### src/rtl/core/htfd_pkg.sv
// Shared types, constants and the CRC-8 byte update for the frame decoder.
// No dependencies; used by every module in rtl/core.
package htfd_pkg;

   // Result status codes
   localparam logic [1:0] STATUS_OK       = 2'd0;
   localparam logic [1:0] STATUS_TEMP_CRC = 2'd1;
   localparam logic [1:0] STATUS_HUM_CRC  = 2'd2;

   // CRC-8, polynomial x^8+x^5+x^4+1, MSB first, no final xor
   localparam logic [7:0] CRC_POLY = 8'h31;
   localparam logic [7:0] CRC_INIT = 8'hFF;

   // Conversion constants
   localparam logic [10:0] TEMP_SCALE  = 11'd1750;
   localparam logic [11:0] TEMP_OFFSET = 12'd450;
   localparam logic [9:0]  HUM_SCALE   = 10'd1000;
   localparam logic [16:0] FULL_SCALE  = 17'd65535;

   // Raw words and status of one complete frame
   typedef struct packed {
      logic [1:0]  status;
      logic [15:0] temp_word;
      logic [15:0] hum_word;
   } frame_item_type;

   function automatic logic [7:0] crc8_feed(input logic [7:0] crc, input logic [7:0] data);
      logic [7:0] c;
      c = crc ^ data;
      for (int k = 0; k < 8; k++) begin
         if (c[7]) begin
            c = {c[6:0], 1'b0} ^ CRC_POLY;
         end else begin
            c = {c[6:0], 1'b0};
         end
      end
      return c;
   endfunction

endpackage

### src/rtl/core/htfd_frame.sv
// Byte tracker: follows the position in the six-byte frame, runs the CRC
// and registers one frame item after the sixth byte. Depends on htfd_pkg.
module htfd_frame (
   input  logic                     clock,
   input  logic                     reset,
   input  logic                     req_valid,
   output logic                     req_stall,
   input  logic [7:0]               req_rx_byte,
   input  logic                     req_frame_first,
   output logic                     item_valid,
   input  logic                     item_ready,
   output htfd_pkg::frame_item_type item
);

   typedef enum logic [2:0] {
      POS_TEMP_HIGH = 3'd0,
      POS_TEMP_LOW  = 3'd1,
      POS_TEMP_CRC  = 3'd2,
      POS_HUM_HIGH  = 3'd3,
      POS_HUM_LOW   = 3'd4,
      POS_HUM_CRC   = 3'd5
   } pos_type;

   pos_type     pos_ff, pos_in, pos;
   logic [7:0]  crc_ff, crc_in, crc_base, crc_new;
   logic        temp_ok_ff, temp_ok_in;
   logic [15:0] temp_word_ff, temp_word_in;
   logic [7:0]  hum_high_ff, hum_high_in;
   logic [15:0] hum_word_ff, hum_word_in;
   logic        item_valid_ff, item_valid_in;
   htfd_pkg::frame_item_type item_ff, item_in;
   logic        slot_free, accept, emit;

   assign slot_free = !item_valid_ff || item_ready;
   assign req_stall = !slot_free;
   assign accept    = req_valid && slot_free;

   // realign on the first-byte flag
   assign pos = (req_frame_first || pos_ff > POS_HUM_CRC) ? POS_TEMP_HIGH : pos_ff;
   assign crc_base = (pos == POS_TEMP_HIGH || pos == POS_HUM_HIGH) ? htfd_pkg::CRC_INIT
                                                                    : crc_ff;
   assign crc_new = htfd_pkg::crc8_feed(crc_base, req_rx_byte);

   always_comb begin
      pos_in       = pos_ff;
      crc_in       = crc_ff;
      temp_ok_in   = temp_ok_ff;
      temp_word_in = temp_word_ff;
      hum_high_in  = hum_high_ff;
      hum_word_in  = hum_word_ff;
      emit         = 1'b0;
      item_in      = item_ff;
      if (accept) begin
         pos_in = (pos == POS_HUM_CRC) ? POS_TEMP_HIGH : pos_type'(pos + 3'd1);
         case (pos)
            POS_TEMP_HIGH: begin
               crc_in             = crc_new;
               temp_word_in[15:8] = req_rx_byte;
            end
            POS_TEMP_LOW: begin
               crc_in            = crc_new;
               temp_word_in[7:0] = req_rx_byte;
            end
            POS_TEMP_CRC: begin
               temp_ok_in = (crc_ff == req_rx_byte);
               crc_in     = htfd_pkg::CRC_INIT;
            end
            POS_HUM_HIGH: begin
               hum_high_in = req_rx_byte;
               crc_in      = crc_new;
            end
            POS_HUM_LOW: begin
               crc_in      = crc_new;
               hum_word_in = {hum_high_ff, req_rx_byte};
            end
            POS_HUM_CRC: begin
               emit              = 1'b1;
               crc_in            = htfd_pkg::CRC_INIT;
               item_in.temp_word = temp_word_ff;
               item_in.hum_word  = hum_word_ff;
               if (!temp_ok_ff) begin
                  item_in.status = htfd_pkg::STATUS_TEMP_CRC;
               end else if (crc_ff != req_rx_byte) begin
                  item_in.status = htfd_pkg::STATUS_HUM_CRC;
               end else begin
                  item_in.status = htfd_pkg::STATUS_OK;
               end
            end
            default: begin
               pos_in = POS_TEMP_HIGH;
            end
         endcase
      end
      if (emit) begin
         item_valid_in = 1'b1;
      end else if (item_ready) begin
         item_valid_in = 1'b0;
      end else begin
         item_valid_in = item_valid_ff;
      end
   end

   always_ff @(posedge clock) begin
      if (reset) begin
         pos_ff        <= POS_TEMP_HIGH;
         crc_ff        <= htfd_pkg::CRC_INIT;
         temp_ok_ff    <= 1'b0;
         item_valid_ff <= 1'b0;
      end else begin
         pos_ff        <= pos_in;
         crc_ff        <= crc_in;
         temp_ok_ff    <= temp_ok_in;
         item_valid_ff <= item_valid_in;
      end
      temp_word_ff <= temp_word_in;
      hum_high_ff  <= hum_high_in;
      hum_word_ff  <= hum_word_in;
      item_ff      <= item_in;
   end

   assign item_valid = item_valid_ff;
   assign item       = item_ff;

endmodule

### src/rtl/core/htfd_conv.sv
// Conversion pipeline: scales the raw words (product stage), divides by
// full scale and applies the offset into the result register. Depends on htfd_pkg.
module htfd_conv (
   input  logic                     clock,
   input  logic                     reset,
   input  logic                     item_valid,
   output logic                     item_ready,
   input  htfd_pkg::frame_item_type item,
   output logic                     rsp_valid,
   input  logic                     rsp_stall,
   output logic [1:0]               rsp_status,
   output logic signed [11:0]       rsp_temperature,
   output logic [9:0]               rsp_humidity
);

   logic        prod_valid_ff, prod_valid_in;
   logic [1:0]  prod_status_ff;
   logic [26:0] prod_t_ff;
   logic [25:0] prod_h_ff;
   logic        rsp_valid_ff, rsp_valid_in;
   logic [1:0]  rsp_status_ff;
   logic [11:0] rsp_temp_ff, rsp_temp_in;
   logic [9:0]  rsp_hum_ff, rsp_hum_in;
   logic        out_ready, prod_ready, prod_load, out_load;
   logic [16:0] sum_t, sum_h;
   logic [10:0] quot_t;
   logic [9:0]  quot_h;

   assign out_ready  = !rsp_valid_ff || !rsp_stall;
   assign prod_ready = !prod_valid_ff || out_ready;
   assign item_ready = prod_ready;
   assign prod_load  = item_valid && prod_ready;
   assign out_load   = prod_valid_ff && out_ready;

   assign prod_valid_in = prod_load ? 1'b1 : (out_ready ? 1'b0 : prod_valid_ff);
   assign rsp_valid_in  = out_load ? 1'b1 : (!rsp_stall ? 1'b0 : rsp_valid_ff);

   // x / 65535 with x = a*65536 + b equals a, plus one when a + b reaches 65535
   assign sum_t  = {6'd0, prod_t_ff[26:16]} + {1'b0, prod_t_ff[15:0]};
   assign sum_h  = {7'd0, prod_h_ff[25:16]} + {1'b0, prod_h_ff[15:0]};
   assign quot_t = prod_t_ff[26:16] + {10'd0, (sum_t >= htfd_pkg::FULL_SCALE)};
   assign quot_h = prod_h_ff[25:16] + {9'd0, (sum_h >= htfd_pkg::FULL_SCALE)};

   always_comb begin
      if (prod_status_ff == htfd_pkg::STATUS_OK) begin
         rsp_temp_in = {1'b0, quot_t} - htfd_pkg::TEMP_OFFSET;
         rsp_hum_in  = quot_h;
      end else begin
         rsp_temp_in = 12'd0;
         rsp_hum_in  = 10'd0;
      end
   end

   always_ff @(posedge clock) begin
      if (reset) begin
         prod_valid_ff <= 1'b0;
         rsp_valid_ff  <= 1'b0;
      end else begin
         prod_valid_ff <= prod_valid_in;
         rsp_valid_ff  <= rsp_valid_in;
      end
      if (prod_load) begin
         prod_status_ff <= item.status;
         prod_t_ff      <= 27'(htfd_pkg::TEMP_SCALE) * 27'(item.temp_word);
         prod_h_ff      <= 26'(htfd_pkg::HUM_SCALE) * 26'(item.hum_word);
      end
      if (out_load) begin
         rsp_status_ff <= prod_status_ff;
         rsp_temp_ff   <= rsp_temp_in;
         rsp_hum_ff    <= rsp_hum_in;
      end
   end

   assign rsp_valid       = rsp_valid_ff;
   assign rsp_status      = rsp_status_ff;
   assign rsp_temperature = $signed(rsp_temp_ff);
   assign rsp_humidity    = rsp_hum_ff;

endmodule

### src/rtl/core/humidity_temp_frame_decoder.sv
// Top level of the humidity and temperature frame decoder.
// Instantiates htfd_frame and htfd_conv; depends on htfd_pkg.
//
// Usage:
//   Feed the six bytes of a sensor frame on the req_ channel, one item per
//   accepted cycle: temperature high, low, CRC, then humidity high, low, CRC.
//   Raise req_frame_first with the first byte of a frame to realign; a partial
//   frame is then dropped without a result. Without the flag, frames may
//   follow one another back to back.
//   After the sixth byte one item appears on the rsp_ channel: status (ok,
//   temperature CRC error, humidity CRC error), temperature in tenths of a
//   degree and humidity in tenths of a percent, both zero on any CRC error.
//   The result passes from the frame register, loaded at the edge that accepts
//   the sixth byte, through the product register into the result register.
//   Throughput: one byte per cycle while req_stall is low; each pipeline stage
//   holds one frame item.
//   Stall: while rsp_stall holds a result, bytes keep being accepted until
//   the pipeline behind the result register is full; only then is req_stall
//   raised, and only for the time the result side stays stalled.
//   Reset (synchronous, active high) clears the byte position, the CRC and all
//   valid flags; no result is pending afterwards.
module humidity_temp_frame_decoder (
   input  logic               clock,
   input  logic               reset,
   input  logic               req_valid,
   output logic               req_stall,
   input  logic [7:0]         req_rx_byte,
   input  logic               req_frame_first,
   output logic               rsp_valid,
   input  logic               rsp_stall,
   output logic [1:0]         rsp_status,
   output logic signed [11:0] rsp_temperature,
   output logic [9:0]         rsp_humidity
);

   // frame item handed from the byte tracker to the conversion pipeline
   logic                     item_valid;
   logic                     item_ready;
   htfd_pkg::frame_item_type item;

   // track byte position, run the CRC, build one item per frame
   htfd_frame u_frame (
      .clock           (clock),
      .reset           (reset),
      .req_valid       (req_valid),
      .req_stall       (req_stall),
      .req_rx_byte     (req_rx_byte),
      .req_frame_first (req_frame_first),
      .item_valid      (item_valid),
      .item_ready      (item_ready),
      .item            (item)
   );

   // scale, divide by full scale, offset and hold the result
   htfd_conv u_conv (
      .clock           (clock),
      .reset           (reset),
      .item_valid      (item_valid),
      .item_ready      (item_ready),
      .item            (item),
      .rsp_valid       (rsp_valid),
      .rsp_stall       (rsp_stall),
      .rsp_status      (rsp_status),
      .rsp_temperature (rsp_temperature),
      .rsp_humidity    (rsp_humidity)
   );

endmodule

### config.mk
export PLATFORM = sky130hd
export DESIGN_NAME = humidity_temp_frame_decoder
export DESIGN_NICKNAME = d
export VERILOG_FILES = /design/src/rtl/core/htfd_pkg.sv /design/src/rtl/core/htfd_frame.sv /design/src/rtl/core/htfd_conv.sv /design/src/rtl/core/humidity_temp_frame_decoder.sv
export SDC_FILE = /design/constraint.sdc
export NUM_CORES = 1
export LEC_CHECK = 0
export ABC_CLOCK_PERIOD_IN_PS = 5600
export BUFFER_PORTS_ARGS = -buffer_cell sky130_fd_sc_hd__buf_4
export CAP_MARGIN = 10
export CORE_MARGIN = 2
export CORE_UTILIZATION = 55
export DETAILED_ROUTE_END_ITERATION = 7
export GPL_ROUTABILITY_DRIVEN = 0
export PLACE_DENSITY = 0.72
export REMOVE_ABC_BUFFERS = 1
export SLEW_MARGIN = 10
export SYNTH_ARGS = -nofsm -noshare
export SYNTH_HDL_FRONTEND = slang
export SYNTH_HIERARCHICAL = 1
export SYNTH_SLANG_ARGS = --single-unit
export TNS_END_PERCENT = 30
### constraint.sdc
create_clock -name clock -period 5.6 [get_ports clock]
set_clock_uncertainty 0.2 [all_clocks]
set_input_delay 1.12 -clock clock [delete_from_list [all_inputs] [get_ports clock]]
set_output_delay 1.12 -clock clock [all_outputs]
set_load 0.01 [all_outputs]
# Word-level counts from Yosys, hierarchy flattened
# Index checks and enable logic that the tools add are counted.
[totals]
ff_bits = 164
latch_bits = 0
ramBits = 0
romBits = 0
input_bits = 13
output_inout_bits = 26
elab_cells = 97
n_memories = 0
[classes]
n_addsub = 6
multipliers = 2
n_div = 0
magnitude_cmp = 3
n_eq_ne = 8
shift = 0
n_mux = 22
bitwise = 9
n_reduce_logical = 28
[ops]
columns = ["cell", "count"]
rows = [
  ["two-way mux 6 bit", 8],
  [">= comparator 17 x 16 -> 1 bit, second input constant", 2],
  ["multiplier 10 x 16 -> 26 bit, first input constant", 1],
  ["inverter 3 bit", 8],
  ["multiplier 7 x 16 -> 23 bit, first input constant", 1],
  ["adder 10 x 16 -> 17 bit", 1],
  ["adder 11 x 16 -> 17 bit", 1],
  ["case mux 8 bit (2 select lines)", 1],
  ["AND reduction 2 bit", 7],
  ["subtractor 11 x 9 -> 12 bit, second input constant", 1],
  ["adder 11 x 1 -> 11 bit", 1],
  ["adder 10 x 1 -> 10 bit", 1],
  ["two-way mux 3 bit", 3],
  ["== test 8 bit", 1],
  ["two-way mux 1 bit", 8],
  ["two-way mux 8 bit", 1],
  ["!= test 8 bit", 1],
  ["XOR 8 bit", 1],
  ["== test 3 x 2 -> 1 bit, second input constant", 2],
  ["== test 3 bit, second input constant", 2],
  ["nonzero test 2 bit", 3],
  ["OR reduction 6 bit", 1],
  ["zero test 1 bit", 5],
  ["logical OR 1 bit", 5],
  ["other kinds (10)", 12],
]

# Logic depth before layout (Yosys ltp)
# Gate-level depths: netlist (run 1).
[logic_depth]
word_depth = 24
mapped_depth = 19
mapped_depth_nobuf = 19

# By module
# Netlist (run 1), hierarchy kept.
[modules_own_cells]
columns = ["mod", "n_inst", "cells_per_inst", "area_each_um2", "seq_area_each_um2"]
rows = [
  ["htfd_conv", 1, 906, 9785.6, 2292.2],
  ["htfd_frame", 1, 203, 3389.5, 2482.4],
]

# Worst setup path before layout (run 1)
# Ideal clock, no wire load.
[synth_path]
path_type = "reg2reg"
start = "register u_frame.item_ff, in the netlist u_frame/item[19]"
end = "register u_conv.prod_t_ff[23], data pin"
setup_time_ns = 0.274
arrival_ns = 4.455
required_time_ns = 5.126
setup_slack_ns = 0.671
path_stages_with_launch = 16
n_path_buf = 0
period_less_slack_ns = 4.929
cell_sequence = "edfxtp_1 > ha_1 > inv_1 > fa_1 > inv_1 > fa_1 > fa_1 > fa_1 > ha_1 > a21o_1 > a21o_1 > a21oi_1 > o21ai_1 > a311oi_1 > o41ai_1 > xor2_1"
[synth_via]
elab_chain_cells = 1
[synth_rtl]
columns = ["element", "line", "source"]
rows = [
  ["start, declared", "htfd_frame.sv:31", "htfd_pkg::frame_item_type item_ff, item_in;"],
  ["start signal, assigned", "htfd_frame.sv:118", "item_ff <= item_in;"],
  ["multiplier 10 x 16 -> 26 bit", "htfd_conv.sv:64", "prod_t_ff <= 27'(htfd_pkg::TEMP_SCALE) * 27'(item.temp_word);"],
  ["end signal, assigned", "htfd_conv.sv:64", ""],
  ["end, declared", "htfd_conv.sv:18", "logic [26:0] prod_t_ff;"],
]
# No other way between the ends.
# A chain may end at the register's enable or synchronous reset.

# Final worst setup path (run 1)
[layout_path]
start = "register u_conv.prod_t_ff[17]"
end = "register u_conv.rsp_temp_ff[8], in the netlist u_conv/rsp_temperature[8], data pin"
[layout_via]
elab_chain_cells = 4
[layout_rtl]
columns = ["element", "line", "source"]
rows = [
  ["adder 11 x 16 -> 17 bit", "htfd_conv.sv:39", "assign sum_t = {6'd0, prod_t_ff[26:16]} + {1'b0, prod_t_ff[15:0]};"],
  [">= comparator 17 x 16 -> 1 bit", "htfd_conv.sv:41", "assign quot_t = prod_t_ff[26:16] + {10'd0, (sum_t >= htfd_pkg::FULL_SCALE)};"],
  ["adder 11 x 1 -> 11 bit (*)", "htfd_conv.sv:41", ""],
  ["subtractor 11 x 9 -> 12 bit (*)", "htfd_conv.sv:46", "rsp_temp_in = {1'b0, quot_t} - htfd_pkg::TEMP_OFFSET;"],
  ["end signal, assigned", "htfd_conv.sv:69", "rsp_temp_ff <= rsp_temp_in;"],
  ["end, declared", "htfd_conv.sv:22", "logic [11:0] rsp_temp_ff, rsp_temp_in;"],
]
# Every way passes the cells marked *; elsewhere a longest branch is shown, timed or not.

==> results of run 1 <==
-- layer usage --
metal | global-route usage (%) | wire (µm) | vias to the layer above
met5 | 0 | 0 | -
met1 | 27.6 | 11500 | 3924
met3 | 3.29 | 767 | 36
met4 | 6.51 | 428 | 0
met2 | 29.9 | 10500 | 151
li1 | - | - | 3973
-- worst max-delay path, cell delays in order (launching register included) --
cell	delay, ns
edfxtp_1	0.49
ha_1	0.27
inv_1	0.08
fa_1	0.41
a2111o_1	0.28
nor4_1	0.24
o21ai_0	0.11
or4_1	0.51
nor4_1	0.28
a31o_1	0.18
ha_1	0.23
ha_1	0.29
nand3_1	0.16
xor2_2	0.24
nand3_1	0.20
maj3_1	0.39
a211o_1	0.29
and3_1	0.16
-- power by group through the flow --
stage | Clock, W | Sequential (W) | Combinational [W]
after floorplan | 0 | 0.00138 | 0.000111
after detailed placement | 0 | 0.00138 | 0.000147
final | 0.00116 | 0.00136 | 0.000149
after global routing | 0.00124 | 0.00136 | 0.000164
after global placement | 0 | 0.00138 | 0.000143
after CTS | 0.00119 | 0.00135 | 0.000148
-- logic make-up after synthesis --
logic type / share of synthesized area [%]
adders and majority gates: 33.3
and+or+nand+nor: 8.06
AOI/OAI and AO/OA: 9.20
DFF: 36.2
buffers and inverters: 4.79
xor gates and xnor gates: 8.04
muxes: 0.332
-- cells in the mapped netlist (all sizes together), types with 3 or more instances --
cell and count:
ha 163, edfxtp 149, inv 137, fa 117
xnor2 68, nor2 65, a21oi 51, xor2 40
nand2 34, o21ai 33, nand3 27, a21o 23
dfxtp 15, clkbuf 12, and2 11, nand2b 11
nor4 11, and3 10, nand4 9, nor3 9
o21a 8, a31oi 6, buf 6, nor2b 5
o211ai 5, o21bai 5, o32a 5, a211o 4
a211oi 4, a21boi 4, a31o 4, o22ai 4
o31ai 4, or2 4, xnor3 4, mux2 3
nor3b 3, o2111ai 3, or3 3
-- stage by stage --
step | total power, W | cell area (µm²) | worst slack (ns)
6_report | 0.00267 | 14400 | 0.347
5_1_grt | 0.00276 | 14400 | -0.0139
4_1_cts | 0.00269 | 14400 | 0.346
3_5_place_dp | 0.00153 | 13800 | 0.373
3_3_place_gp | 0.00152 | 13800 | 0.486
2_1_floorplan | 0.00149 | 13100 | 0.671
-- path summary, 6_finish.rpt --
path	cells after the start	slack (ns)	endpoint	startpoint
setup / recovery	17	0.35	u_conv/rsp_temperature[8]	u_conv/prod_t_ff[17]
hold / removal	0	0.21	u_frame/hum_word_ff[14]	u_frame/hum_high_ff[6]
setup reg to reg	17	0.35	u_conv/rsp_temperature[8]	u_conv/prod_t_ff[17]
hold reg to reg	0	0.21	u_frame/hum_word_ff[14]	u_frame/hum_high_ff[6]
-- state kept, by name, indices dropped and copies added (netlist names), 8 cells and up --
signal,cells
u_frame/item,34
u_conv/prod_t_ff,26
u_conv/prod_h_ff,23
u_frame/hum_word_ff,16
u_frame/temp_word_ff,16
u_conv/rsp_temperature,12
u_conv/rsp_humidity,10
u_frame/crc_ff,8
u_frame/hum_high_ff,8
-- area by class of cell --
| type | instances | share of cell area (%) |
|---|---|---|
| flip-flops and latches | 164 | 33.1 |
| clock inverters | 4 | 0.208 |
| clock buffers | 28 | 4.04 |
| well taps | 319 | 2.77 |
| inverters | 137 | 3.57 |
| repair buffers | 43 | 2.24 |
| multi-input cells | 789 | 54.1 |
==> run summary, run 1 <==
Layout Utilization = 61.4%
Fin. Hold Viols = 0
Min cycle time layout = 5.25 ns
Residual DRC = 0
Total core area = 23500 µm²
Global route total overflow = 0
Synth Warn # = 6
Final std cells w/o fill = 1484
CTS buffer count = 17
Width of the die = 159 µm
Total GRT Usage = 19.2%
Syn Area/Cell = 11.9 µm²
Ys async rst share = 0%
# hold bufs at CTS = 0
Most used DFF post-synth = edfxtp_1
Least-Margin Pin Slew = 0.676 ns
Die area = 25200 µm²
Critical Path AT = 5.24 ns
Seq/Total Area, Yosys = 36.2%
Endpoint class of the critical path = register
Startpoint types = register
Vias in the first global route = 8040
Latest clock arrival within the worst-skew pair = 0.42 ns
Hold WS = 0.212 ns
Initial antenna violation count = 0
# port buffers = 38
Peak supply drop = 0.181 mV
Initial Util = 56.1%
Synth area leader = edfxtp_1
Most frequent cells in the layout = ha_1, edfxtp_1, inv_1
Pwr per Cell Area = 185 nW/µm²
Largest cells by area after synthesis = edfxtp_1, fa_1, ha_1
Drt first pass iters = 5
CTS clk-pin slew, worst paths = 0.07 ns
CTS tree = done
FILL cells = 1835
Max Fclk = 190 MHz
Switching share of power = 20.2%
Root buffer cell = clkbuf_16
CTS sink count = 164
Setup TNS = 0 ns
First-pass GRT wire length = 39100 µm
DP Cell Count = 1451
WL final = 23200 µm
Rel. slew slack = 53.8%
Clk buf depth = 2
1st-iter DRT viols = 410
ANT cells = 0
Multi-input logic area = 7790 µm²
Combinational share of power = 5.6%
Yosys cell types = 78
Int Pwr = 0.00213 W
Worst EP required = 5.58 ns
Post-CTS sizing = 0
Switching power = 0.000537 W
Clock share of power = 43.6%
Share of layout cells above drive strength 1 = 8.07%
Final #Nets = 1445
H-tree levels = 4
Final Cycle Share = 93.8%
Layout area overhead = 9.44%
Hold Crit Class = register to register
Status = complete, no violations
Final Max Slew Viols = 0
Postcts setup bufs = 0
Max-cap violations = 0
Number of I/O pins = 39
Seq pwr share = 50.8%
Final ANT Viol Nets = 0
Largest net degree at the start of global routing = 52
#FFs+latches synth = 164
WS Path Type = register to register
Syn Inst Count = 1109
Vias = 8084
Endpoints failing setup = 0
Leakage = 6.11 nW
Max FO, Critical Path = 6
Wire length per cell = 15.7 µm
Mapped cell area = 13200 µm²
Die height = 159 µm
Number of enable flip-flop cells after synthesis = 149
Register area = 4770 µm²
Post-synth top area share = 34.0%
Rows = 56
DP Wirelength = 18700 µm
Vias per cell = 5.45
Most common cell after layout, fill and taps aside = ha_1
(Power assumes the default switching activity.)
==> run 2: changes to the inputs <==
--- a/config.mk
+++ b/config.mk
@@ -5,7 +5,8 @@
 export SDC_FILE = /design/constraint.sdc
 export NUM_CORES = 1
 export LEC_CHECK = 0
-export ABC_CLOCK_PERIOD_IN_PS = 5600
+export ABC_AREA = 1
+export ABC_CLOCK_PERIOD_IN_PS = 6200
 export BUFFER_PORTS_ARGS = -buffer_cell sky130_fd_sc_hd__buf_4
 export CAP_MARGIN = 10
 export CORE_MARGIN = 2
==> constraint.sdc (replaced) <==
create_clock -name clock -period 6.2 [get_ports clock]
set_clock_uncertainty 0.2 [all_clocks]
set_input_delay 1.24 -clock clock [delete_from_list [all_inputs] [get_ports clock]]
set_output_delay 1.24 -clock clock [all_outputs]
set_load 0.01 [all_outputs]
==> run 2 against run 1 <==
  * Utilization up 0.26 points
  * Wire length grew 16%
  * Cell count up 21%
  * Maximum frequency up 8.1%
  * Via count grew 19%
  * Cell area increased by 4.7%
  * Combinational power increased by 130%
  * Die area rose by 4.6%
  * Total power hardly changed
  * Critical path type unchanged
  * Largest cell class unchanged
  * Largest power group unchanged
==> run summary, run 2 <==
Status = complete, no violations
Synth Warn # = 6
Max-cap violations = 0
Min cycle time layout = 4.86 ns
Die height = 162 µm
Peak supply drop = 0.166 mV
Syn Inst Count = 1406
Synth Area in Adders = 31.7%
CTS tree = done
Final Max Slew Viols = 0
Seq/Total Area, Yosys = 34.6%
Initial antenna violation count = 0
Vias = 9637
Post-CTS sizing = 0
# hold bufs at CTS = 0
Die area = 26400 µm²
Synth area leader = edfxtp_1
Share of layout cells above drive strength 1 = 9.43%
Global route total overflow = 0
Hold Crit Class = register to register
Largest net degree at the start of global routing = 52
Layout area overhead = 9.34%
Max FO, Critical Path = 5
Most used DFF post-synth = edfxtp_1
Rows = 57
Postcts setup bufs = 0
H-tree levels = 4
CTS sink count = 164
ANT cells = 0
Critical Path AT = 4.84 ns
Leakage = 6.88 nW
#FFs+latches synth = 164
Number of enable flip-flop cells after synthesis = 149
Max reg flops = 34
Reg2Reg Depth = 14
Root buffer cell = clkbuf_16
First-pass GRT wire length = 45500 µm
Ys async rst share = 0%
# port buffers = 38
Endpoints failing setup = 0
Unrepaired setup endpoints after global routing = false
Setup TNS = 0 ns
WS Path Type = register to register
CTS buffer count = 17
Drt first pass iters = 5
Initial Util = 56.4%
Yosys cell types = 46
Number of I/O pins = 39
DP Cell Count = 1766
Mapped cell area = 13800 µm²
Worst EP required = 6.18 ns
Most common cell after layout, fill and taps aside = nand2_1
Clk buf depth = 2
Largest cells by area after synthesis = edfxtp_1, fa_1, ha_1
Final #Nets = 1754
Largest family of logic cells by synthesized area = adder cells
Most frequent cells after synthesis = nand2_1, inv_1, ha_1
Pwr per Cell Area = 177 nW/µm²
Final ANT Viol Nets = 0
DP Wirelength = 22100 µm
Final Cycle Share = 78.4%
Fin. Hold Viols = 0
Mux cell area share after synthesis = 0%
Startpoint types = register
Residual DRC = 0
Post-synth top area share = 32.4%
Vias in the first global route = 9526
Endpoint class of the critical path = register
Syn Area/Cell = 9.82 µm²
Rel. slew slack = 31.2%
1st-iter DRT viols = 593
Hold depth = 0
Max Fclk = 206 MHz
Complex-gate fraction of the synthesized area = 6.21%
WL final = 26900 µm
Width of the die = 162 µm
Vias per cell = 5.36
Latest clock arrival within the worst-skew pair = 0.42 ns
Least-Margin Pin Slew = 1.03 ns
Most frequent cells in the layout = nand2_1, inv_1, ha_1
Total core area = 24500 µm²
XOR/XNOR Fraction of Synth Area = 3.61%
Total GRT Usage = 21.7%
Hold WS = 0.219 ns
Count leader, synth = nand2_1
Final std cells w/o fill = 1798
Simple-gate share of the synthesized area = 17.0%
CTS clk-pin slew, worst paths = 0.07 ns
Wire length per cell = 15.0 µm
[run 2: changes by cell type after synthesis, moves of 11 or more]
| cell | change |
|---|---|
| nor2_1 | +34 |
| a21oi_1 | +31 |
| inv_1 | +89 |
| nand4_1 | +14 |
| a21o_1 | -16 |
| nand2_2 | +29 |
| nand3_1 | +54 |
| xnor2_1 | -45 |
| nand2b_1 | -11 |
| nand2_1 | +206 |
[run 2: cell type report]
class                      count  area, µm²
sequential                   164       4770
fill                        2009       9370
clock buffer                  18        439
inverter                     233        875
clock inverter                14        184
multi-input combinational   1003       8100
timing repair buffer          42        315
tap                          324        405
[run 2: critical path, stage by stage, from the launching register on]
cell and delay [ns]:
edfxtp_1 0.50, ha_1 0.34, inv_1 0.09, fa_1 0.55, inv_1 0.06, fa_1 0.51, fa_1 0.57, fa_1 0.43
ha_1 0.38, a21oi_1 0.32, o21ai_0 0.19, o21ai_0 0.27, nand3_1 0.11, nand2_1 0.06, nand2_1 0.04
[run 2: worst paths after layout]
path | startpoint | end | slack, ns
max | u_frame/item[23] | u_conv/prod_t_ff[25] | 1.34
min reg2reg | u_frame/hum_word_ff[4] | u_frame/item[4] | 0.22
max reg2reg | u_frame/item[23] | u_conv/prod_t_ff[25] | 1.34
min | u_frame/hum_word_ff[4] | u_frame/item[4] | 0.22
[run 2: where the power goes]
| group | internal [W] | total (W) | switching, W |
|---|---|---|---|
| Sequential | 0.00122 | 0.00123 | 0.00000940 |
| Combinational | 0.000125 | 0.000339 | 0.000214 |
| Clock | 0.000628 | 0.00110 | 0.000470 |
| Total | 0.00197 | 0.00267 | 0.000694 |
[run 2: logic make-up after synthesis]
logic type	count (synthesis)
flip-flops	164
AND/OR/NAND/NOR	513
XOR/XNOR	56
AO/OA/AOI/OAI	154
buffers and inverters	239
adder cells (fa/ha/maj)	280
[run 2: layer usage]
layer	routed length [µm]	vias up	GRT usage (%)	share of wire, %
li1	-	4765	-	-
met1	12400	4635	29.0	46
met2	13100	204	37.4	49
met3	1030	33	3.08	3.8
met4	380	0	5.99	1.4
met5	0	-	0	0
[run 2: through the flow]
stage	setup slack (ns)	util [%]	area (µm²)	total power, W
global placement	1.49	59.1	14500	0.00158
finish	1.34	61.7	15100	0.00267
detailed placement	1.38	59.1	14500	0.00159
global route	1.14	61.7	15100	0.00277
CTS	1.36	61.7	15100	0.00269
floorplan	1.72	-	13700	0.00151
==> run 3: changes to the inputs <==
--- a/config.mk
+++ b/config.mk
@@ -6,14 +6,14 @@
 export NUM_CORES = 1
 export LEC_CHECK = 0
 export ABC_AREA = 1
-export ABC_CLOCK_PERIOD_IN_PS = 6200
+export ABC_CLOCK_PERIOD_IN_PS = 4000
 export BUFFER_PORTS_ARGS = -buffer_cell sky130_fd_sc_hd__buf_4
 export CAP_MARGIN = 10
 export CORE_MARGIN = 2
 export CORE_UTILIZATION = 55
 export DETAILED_ROUTE_END_ITERATION = 7
 export GPL_ROUTABILITY_DRIVEN = 0
-export PLACE_DENSITY = 0.72
+export PLACE_DENSITY = 0.74
 export REMOVE_ABC_BUFFERS = 1
 export SLEW_MARGIN = 10
 export SYNTH_ARGS = -nofsm -noshare
==> constraint.sdc (replaced) <==
create_clock -name clock -period 4 [get_ports clock]
set_clock_uncertainty 0.2 [all_clocks]
set_input_delay 0.8 -clock clock [delete_from_list [all_inputs] [get_ports clock]]
set_output_delay 0.8 -clock clock [all_outputs]
set_load 0.01 [all_outputs]
==> run 3 against run 2 <==
  * The run now ends with negative setup slack left
  * Cell count up 8.3%
  * Critical endpoint is now u_conv/prod_t_ff[24]
  * Largest cell class unchanged
  * Maximum frequency up 0.94%
  * Worst hold slack better by 0.00065 ns
  * First-iteration DRC count up 54%
  * Sequential cell count unchanged
  * Cell area up 13%
  * Combinational power up 130%
==> run summary, run 3 (same netlist as run 2, synthesis figures left out) <==
Status = complete, but fails checks
Failing checks = negative setup slack
Critical Path AT = 4.88 ns
Gr busiest metal = met2
Number of I/O pins = 39
Clk buf depth = 2
Layout area overhead = 24.0%
Unrepaired setup endpoints after global routing = true
Min cycle time layout = 4.81 ns
Design area = 17100 µm²
Initial Util = 56.4%
Final ANT Viol Nets = 0
Rel. slew slack = 48.2%
Hold Crit Class = register to register
FILL cells = 1621
CTS clk-pin slew, worst paths = 0.07 ns
GR met1 Demand/Resource = 31.6%
Residual DRC = 0
ANT cells = 0
Endpoints failing setup = 31
Grt met2 use = 42.2%
Total GRT Usage = 24.4%
Register area = 4770 µm²
Width of the die = 162 µm
Most common cell after layout, fill and taps aside = nand2_1
Fin. Hold Viols = 0
Place WS = -0.664 ns
1st-iter DRT viols = 915
Wire length per cell = 17.2 µm
CTS sink count = 164
Most frequent cells in the layout = nand2_1, inv_1, buf_4
Worst r2r dst = u_conv/prod_t_ff[24]
Final Max Slew Viols = 0
Vias = 10800
Switching power = 0.00123 W
Worst EP required = 4.06 ns
CP Launch Point = u_frame/item[25]
Die area = 26400 µm²
Switching share of power = 28.1%
Internal reg-to-reg setup slack = -0.81 ns
Final Cycle Share = 120%
Max reg flops = 34
Root buffer cell = clkbuf_16
Post-DP Area = 15400 µm²
Seq pwr share = 43.6%
Final #Nets = 1903
CTS buffer count = 17
Met3 usage = 2.80%
Global route total overflow = 0
Die height = 162 µm
RR Startpoint = u_frame/item[25]
WS Path Type = register to register
Clock share of power = 38.7%
Total core area = 24500 µm²
Least-Margin Pin Slew = 0.774 ns
Setup TNS = -13.55 ns
Final std cells w/o fill = 1947
Endpoint class of the critical path = register
WL final = 33400 µm
First-pass GRT wire length = 51200 µm
Leakage = 7.67 nW
Share of layout cells above drive strength 1 = 26.1%
Max-cap violations = 0
Hold WS = 0.219 ns
Reg2Reg Depth = 17
CP endpoint = u_conv/prod_t_ff[24]
Int Pwr = 0.00314 W
Combinational share of power = 17.7%
Multi-input logic area = 8980 µm²
Initial antenna violation count = 0
Startpoint types = register
Vias in the first global route = 10700
Rows = 57
Latest clock arrival within the worst-skew pair = 0.43 ns
Final setup margin = -0.814 ns
H-tree levels = 4
Pwr per Cell Area = 255 nW/µm²
Vias per cell = 5.55
Largest net degree at the start of global routing = 52
Max FO, Critical Path = 4
DP Cell Count = 1892
Peak supply drop = 0.292 mV
CTS tree = done
Drt first pass iters = 6
Max Fclk = 208 MHz
DP Wirelength = 22900 µm
# port buffers = 38
Hold Startpoint = u_frame/temp_word_ff[1]
## run 3: cell count changes in the layout (fill, tap and decap cells not counted), moves of 13 or more
cell,before,now
buf_4,42,184
a21oi_1,82,64
a21oi_2,0,13
ha_4,0,33
ha_1,163,125
nand2_2,29,46
nor2_1,95,75
nand2_1,239,216
## run 3: repair_timing
action | 4_1_cts | 5_1_grt
buffers inserted | 14 | 9
gates resized for setup | 112 | 72
pin swaps | 56 | 46
hold buffers | 0 | 0
endpoints found under the setup margin | 32 | 40
endpoints found under the hold margin | 0 | 0
cloned | 0 | 0
## run 3: area by class of cell
cell class,count,share of cell area (%)
clock inverters,14,1.03
inverters,233,5.15
flip-flops and latches,164,27.9
multi-input cells,1003,52.5
well taps,324,2.37
clock buffers,18,2.57
repair buffers,191,8.53
## run 3: through the flow
stage               power, W  utilization (%)
floorplan            0.00234                -
global placement     0.00252             63.0
detailed placement   0.00253             63.0
CTS                  0.00431             68.4
global route         0.00452             70.0
finish               0.00437             70.0
## run 3: how the worst min path moves through the flow
stage,end,slack (ns),cells past startpoint
2_1_floorplan,u_conv/prod_status_ff[0],0.20,0
3_3_place_gp,u_frame/hum_word_ff[12],0.20,0
3_5_place_dp,u_frame/item[17],0.20,0
4_1_cts,u_frame/item[15],0.22,0
5_1_grt,u_frame/item[19],0.23,0
6_report,u_frame/item[17],0.22,0
## run 3: power groups by stage
stage,Sequential (W),Combinational [W],Clock (W)
2_1_floorplan,0.00194,0.000396,0
3_3_place_gp,0.00194,0.000573,0
3_5_place_dp,0.00194,0.000587,0
4_1_cts,0.00191,0.000687,0.00172
5_1_grt,0.00191,0.000834,0.00178
6_report,0.00191,0.000773,0.00169
## run 3: worst max-delay path, stage by stage (launching register included)
cell and delay [ns]:
edfxtp_1 0.46, buf_6 0.16, ha_4 0.25, inv_2 0.05, fa_1 0.56, fa_1 0.49
fa_1 0.65, inv_2 0.05, fa_1 0.51, ha_4 0.34, inv_4 0.05, o21bai_4 0.15
nand2_1 0.10, nand2_2 0.09, o21bai_4 0.16, nand3_2 0.10, nand3_2 0.08, xor2_1 0.18
## run 3: layer usage
layer  up-vias  share of wire [%]  routed length [µm]
li1       5061                  -                   -
met1      5115                 41               13600
met2       489                 49               16500
met3       144                5.7                1920
met4         0                4.3                1450
met5         -                  0                   0
